## config.mk

```make
export PLATFORM = sky130hd
export DESIGN_NAME = spq_cell
export DESIGN_NICKNAME = d
export VERILOG_FILES = /design/src/rtl/core/spq_pkg.sv /design/src/rtl/core/spq_cell.sv
export SDC_FILE = /design/constraint.sdc
export NUM_CORES = 1
export LEC_CHECK = 0
export ABC_AREA = 1
export BUFFER_PORTS_ARGS = -buffer_cell sky130_fd_sc_hd__buf_2
export CAP_MARGIN = 25
export CELL_PAD_IN_SITES_DETAIL_PLACEMENT = 1
export CELL_PAD_IN_SITES_GLOBAL_PLACEMENT = 2
export CORE_MARGIN = 2
export CORE_UTILIZATION = 23
export DETAILED_ROUTE_END_ITERATION = 12
export GPL_TIMING_DRIVEN = 0
export PLACE_DENSITY_LB_ADDON = 0.1
export SLEW_MARGIN = 20
export SYNTH_ARGS = -nofsm -noshare
export SYNTH_HDL_FRONTEND = slang
export SYNTH_SLANG_ARGS = --single-unit
```

## constraint.sdc

```tcl
create_clock -name i_clk -period 2.6 [get_ports i_clk]
set_clock_uncertainty 0.05 [all_clocks]
set_input_delay 0.65 -clock i_clk [delete_from_list [all_inputs] [get_ports i_clk]]
set_output_delay 0.65 -clock i_clk [all_outputs]
set_load 0.01 [all_outputs]
```

## src/rtl/core/spq_pkg.sv

```systemverilog
package spq_pkg;

    localparam logic REQ_INSERT = 1'b0;
    localparam logic REQ_POP    = 1'b1;

    localparam logic [1:0] ST_OK    = 2'd0;
    localparam logic [1:0] ST_EMPTY = 2'd1;
    localparam logic [1:0] ST_FULL  = 2'd2;

    localparam int PAYLOAD_BITS = 9;
    localparam int OUT_WEIGHT_BITS = 16;
    localparam int OUT_COUNT_BITS = 9;

    // broadcast to every cell of the chain
    typedef struct packed {
        logic ins;
        logic pop;
    } t_cmd;

endpackage

```

## src/rtl/core/spq_cell.sv

```systemverilog
module spq_cell #(
    parameter int WEIGHT_BITS = 16
) (
    input  logic                              i_clk,
    input  logic                              i_rst_n,
    input  spq_pkg::t_cmd                     i_cmd,
    input  logic [WEIGHT_BITS-1:0]            i_new_weight,
    input  logic [spq_pkg::PAYLOAD_BITS-1:0]  i_new_payload,
    input  logic                              i_left_gt,
    input  logic                              i_left_valid,
    input  logic [WEIGHT_BITS-1:0]            i_left_weight,
    input  logic [spq_pkg::PAYLOAD_BITS-1:0]  i_left_payload,
    input  logic                              i_right_valid,
    input  logic [WEIGHT_BITS-1:0]            i_right_weight,
    input  logic [spq_pkg::PAYLOAD_BITS-1:0]  i_right_payload,
    output logic                              o_gt,
    output logic                              o_valid,
    output logic [WEIGHT_BITS-1:0]            o_weight,
    output logic [spq_pkg::PAYLOAD_BITS-1:0]  o_payload
);

    logic                             r_valid;
    logic [WEIGHT_BITS-1:0]           r_weight;
    logic [spq_pkg::PAYLOAD_BITS-1:0] r_payload;

    // an empty cell counts as heavier, so the new entry lands at the tail
    assign o_gt = !r_valid || (r_weight > i_new_weight);

    always_ff @(posedge i_clk) begin
        if (!i_rst_n) begin
            r_valid <= 1'b0;
        end else if (i_cmd.pop) begin
            r_valid <= i_right_valid;
        end else if (i_cmd.ins && o_gt) begin
            r_valid <= i_left_gt ? i_left_valid : 1'b1;
        end
    end

    always_ff @(posedge i_clk) begin
        if (i_cmd.pop) begin
            r_weight  <= i_right_weight;
            r_payload <= i_right_payload;
        end else if (i_cmd.ins && o_gt) begin
            // shift right behind the insertion point, take the new entry at it
            if (i_left_gt) begin
                r_weight  <= i_left_weight;
                r_payload <= i_left_payload;
            end else begin
                r_weight  <= i_new_weight;
                r_payload <= i_new_payload;
            end
        end
    end

    assign o_valid   = r_valid;
    assign o_weight  = r_weight;
    assign o_payload = r_payload;

endmodule

```

# Word-level counts from Yosys, hierarchy flattened
# Cells that the tools add are included.
dict set report totals {
  latch_bits 0
  romBits 0
  mem_count 0
  ram_bits 0
  ff_bits 26
  output_inout_bits 27
}
dict set report op_classes {
  n_shift 0
  n_reduce_logical 4
  mux 9
  mul 0
  n_lt_le_gt_ge 1
  div 0
  n_eq_ne 0
  add_sub_neg 0
  bitwise_logic 0
}
# op n
set op_table {}
lappend op_table {{two-way mux 16 bit} 3}
lappend op_table {{two-way mux 9 bit} 3}
lappend op_table {{greater-than comparator 16 bit} 1}
lappend op_table {{two-way mux 1 bit} 3}
lappend op_table {{nonzero test 2 bit} 1}
lappend op_table {{logical AND 1 bit} 1}
lappend op_table {{logical NOT 1 bit} 1}
lappend op_table {{logical OR 1 bit} 1}

# Depth between registers and ports, before layout
dict set report logic_depth {
  depth_word 5
  depth_mapped 16
  depth_no_buf 16
}

# Least setup slack after synthesis
# OpenSTA, ideal clock, no wires.
dict set report synth_path {
  path_type {input -> register}
  start {in i_new_weight[15]}
  end {reg r_payload (netlist bit o_payload[0]) (enable)}
  arrival_time_ns 1.871
  stages 12
  setup_ns 0.365
  slack_ns 0.314
  n_path_buf 0
  cell_sequence {inv_1 -> ha_1 -> nand2_1 -> inv_2 -> nand3_1 -> nor2_2 -> nand2_1 -> nand2_1 -> nand2_1 -> nand2_2 -> nand2_2 -> nand2_2}
}
dict set report synth_between {
  elab_chain_len 4
}
# element line
set synth_lines {}
lappend synth_lines {{from (decl)} spq_cell.sv:7} ;# input logic [WEIGHT_BITS-1:0] i_new_weight,
lappend synth_lines {{greater-than comparator 16 bit} spq_cell.sv:27} ;# assign o_gt = !r_valid || (r_weight > i_new_weight);
lappend synth_lines {{logical OR 1 bit} spq_cell.sv:27}
lappend synth_lines {{via o_gt} spq_cell.sv:16} ;# output logic o_gt,
lappend synth_lines {{logical AND 1 bit} spq_cell.sv:43} ;# end else if (i_cmd.ins && o_gt) begin
lappend synth_lines {{nonzero test 2 bit (no source line)} --}
lappend synth_lines {{to (signal assigned)} spq_cell.sv:42} ;# r_payload <= i_right_payload;
lappend synth_lines {{to (signal assigned)} spq_cell.sv:47} ;# r_payload <= i_left_payload;
lappend synth_lines {{to (signal assigned)} spq_cell.sv:50} ;# r_payload <= i_new_payload;
lappend synth_lines {{to (decl)} spq_cell.sv:24} ;# logic [spq_pkg::PAYLOAD_BITS-1:0] r_payload;
# The timed path passes the listed nets, and every way through them passes these cells.
# A chain may end at the register's enable or synchronous reset.

# Worst setup path in the final report
dict set report layout_path {
  start {in i_new_weight[11]}
  end {out o_gt}
}
dict set report layout_between {
  elab_chain_len 2
}
# element line
set layout_lines {}
lappend layout_lines {{greater-than comparator 16 bit} spq_cell.sv:27}
lappend layout_lines {{logical OR 1 bit} spq_cell.sv:27}
lappend layout_lines {{to (decl)} spq_cell.sv:16}
# No other way between the ends.

==> impl_metrics.yaml <==
outcome:
  status: "complete, no violations"
clock_network:
  clock-sinks: 26
  cts_buffers: 3
  clock_insertion_delay_worst_skew_ns: 0.28
  path_clk_slew_ns: 0.11
  ctsRootBufferMaster: "clkbuf_8"
  cts_htree_levels: 1
  clockBufferDepth: 2
  cts_tree: "built"
power:
  design_power_total_w: 0.00124
  ir_drop_mv: 0.193
  power_per_cell_area_nw_per_um2: 479
  total_leakage_power_nw: 1.26
global_route:
  globalRouteOverflowTotal: 0
  antenna_violations_before_repair: 0
  vias_in_the_first_global_route: 2020
  grt_max_degree: 27
  grt_pass1_wl_mm: 9.95
  grtUsageTotal: 0.148
sta:
  clock.fmax_ghz: 0.395
  fin_crit_ns: 2.53
  worstMarginPinSlew_ns: 0.714
  report.final.slew_viol_count: 0
  max-slew-margin-rel: 0.522
  timing.final.crit_share: 0.974
  setup_repair_after_global_routing_missed_its_margin: "false"
  setup_violations: 0
  hold_viol: 0
synthesis:
  ys.warnings.count: 0
  syn-mean-instance-area_sq_um: 8.57
  cell_count_after_synthesis: 209
  ys_types: 22
  synth.net_count: 307
  syn-cell-area_sq_um: 1790
  yosys_register_bits: 26
  ys_seq_area_frac: 0.430
detailed_routing:
  drt_drc_violations_left: 0
  route.detailed.wl_per_inst_um: 14.3
  drt.antenna.violating_nets: 0
  first_pass_iters: 4
  drt-total-wl_mm: 6.03
  vias: 1845
  avgViaCountPerCell: 4.36
  first_iter_violations: 47
critical_path:
  cpMaxStageDelayCell: "ha_1"
  crit_path_cell_trace: "buf_2 -> inv_1 -> ha_1 -> a21oi_2 -> nand2_1 -> a21oi_2 -> nand2_1 -> nand2_1 -> nand2_2 -> buf_4"
  cp.buffers_inverters: 3
  worstSetupEndpointType: "output port"
  largest_delay_share_family_worst_path: "adder cells"
  cp.depth: 10
  setup.worst_path.start_class: "primary input"
  worst_path_largest_cell_delay_ns: 0.34
  worstPathMaxFanout: 3
  crit_arrival_ns: 1.83
  worst_r2r_path_depth: 11
  worst_path_most_repeated_cell: "nand2_1"
  worst-endpoint-required_ns: 1.90
  r2r_slack_ns: 0.27
  timing.setup.critical_path_class: "in -> out"
floorplan:
  rows: 32
  core_region_area_sq_um: 7650
  die_x_um: 92.2
  floorplan.die.height_um: 92.2
  full_die_area_sq_um: 8510
  initial_core_util: 0.234
  pin_count: 109
finish:
  regArea_sq_um: 771
  post-route-util: 0.338
  antenna_cells_inserted: 0
  layout.cells.most_common: "buf_2"
  fin_nets: 420
  final_design_area_no_fill_sq_um: 2590
  syn2layout_area_growth_pct: 44.5
  fill_cells: 967
  area_used_by_multi_input_combinational_logic_sq_um: 921
  most-common-layout-cells: "buf_2, nand2_1, a21oi_1"
  layout-drive-gt1-share: 0.427
place:
  detailedPlacementHpwl_mm: 4.59
  gp_routability_congestion: 0.687
  io_buffer_count: 107
  dpl_cell_area_sq_um: 2450
hold_path:
  min_path_cells: 2
  class_of_the_tightest_hold_or_removal_check: "reg -> reg"
flow_run:
  maxCapViolCount: 0
## worst paths after layout
| kind | start | endpoint |
|---|---|---|
| setup / recovery | i_new_weight[11] | o_gt |
| hold / removal | o_valid | o_valid |
| setup reg to reg | o_weight[15] | o_weight[12] |
| hold reg to reg | o_valid | o_valid |
## state kept, by name, summed over array words and instances (netlist names)
name,count
o_valid,1
o_weight,16
o_payload,9
## Yosys cell counts
master,number,share of area
clkbuf_1,4,0.0084
a21oi_2,2,0.0098
inv_2,2,0.0042
a21oi_1,29,0.081
o21a_1,13,0.055
clkbuf_8,1,0.0077
buf_4,1,0.0042
inv_1,22,0.046
nand3_1,3,0.0084
a21o_1,1,0.0042
o21ai_2,1,0.0049
o31ai_1,1,0.0042
dfxtp_1,1,0.011
buf_2,5,0.014
nand2_2,3,0.010
edfxtp_1,25,0.42
nand4_1,1,0.0035
nor2_2,1,0.0035
ha_1,16,0.11
nor2_1,19,0.040
o211ai_1,13,0.055
nand2_1,45,0.094
## cells by family after synthesis
family,synth area share
AOI/OAI and AO/OA,0.213
adders and majority gates,0.112
buffers and inverters,0.0846
DFF,0.430
and+or+nand+nor,0.160
## per-layer routing
layer,vias to the layer above,part of all wire,global-route usage
met1,844,0.43,0.181
met2,63,0.48,0.258
li1,936,-,-
met3,2,0.083,0.0509
met4,0,0.0061,0.0187
met5,-,0,0
## what timing repair did
| item | in CTS | in global routing |
|---|---|---|
| buffers inserted | 0 | 1 |
| hold buffers | 0 | 0 |
| endpoints found under the setup margin | 0 | 1 |
| resized for setup | 0 | 10 |
| hold endpoints to repair | 0 | 0 |
## power by group
part / internal (W) / switching (W)
clock network: 0.000206 / 0.000149
registers: 0.000512 / 0.0000210
logic: 0.000161 / 0.000189
## final cells by class
| type | count | share of cell area |
|---|---|---|
| Multi-Input combinational cell | 148 | 0.356 |
| Sequential cell | 26 | 0.298 |
| Timing Repair Buffer | 108 | 0.211 |
| Tap cell | 102 | 0.0493 |
| Inverter | 24 | 0.0348 |
| Buffer | 11 | 0.0237 |
| Clock buffer | 3 | 0.0160 |
| Clock inverter | 1 | 0.0116 |
## worst reg2reg max path: stages, from the launching register on
cell	delay, ns
edfxtp_1	0.45
ha_4	0.30
nand2_2	0.06
inv_2	0.07
nand3_2	0.06
nor2_2	0.15
nand2_1	0.07
nand2_1	0.06
nand2_1	0.06
nand2_2	0.07
nand2_2	0.05
nand2_2	0.52
## through the flow
step                      setup TNS [ns]  hold WS [ns]  worst slack (ns)  cells
after CTS                              0         0.543            0.0443    422
after floorplan                        0         0.560             0.314    209
after global routing                   0         0.552           0.00497    423
final                                  0         0.549            0.0682    423
after global placement             -3.29         0.519            -0.132    418
after detailed placement           -3.65         0.525            -0.146    418
No activity file was read; power rests on OpenSTA's default activity.
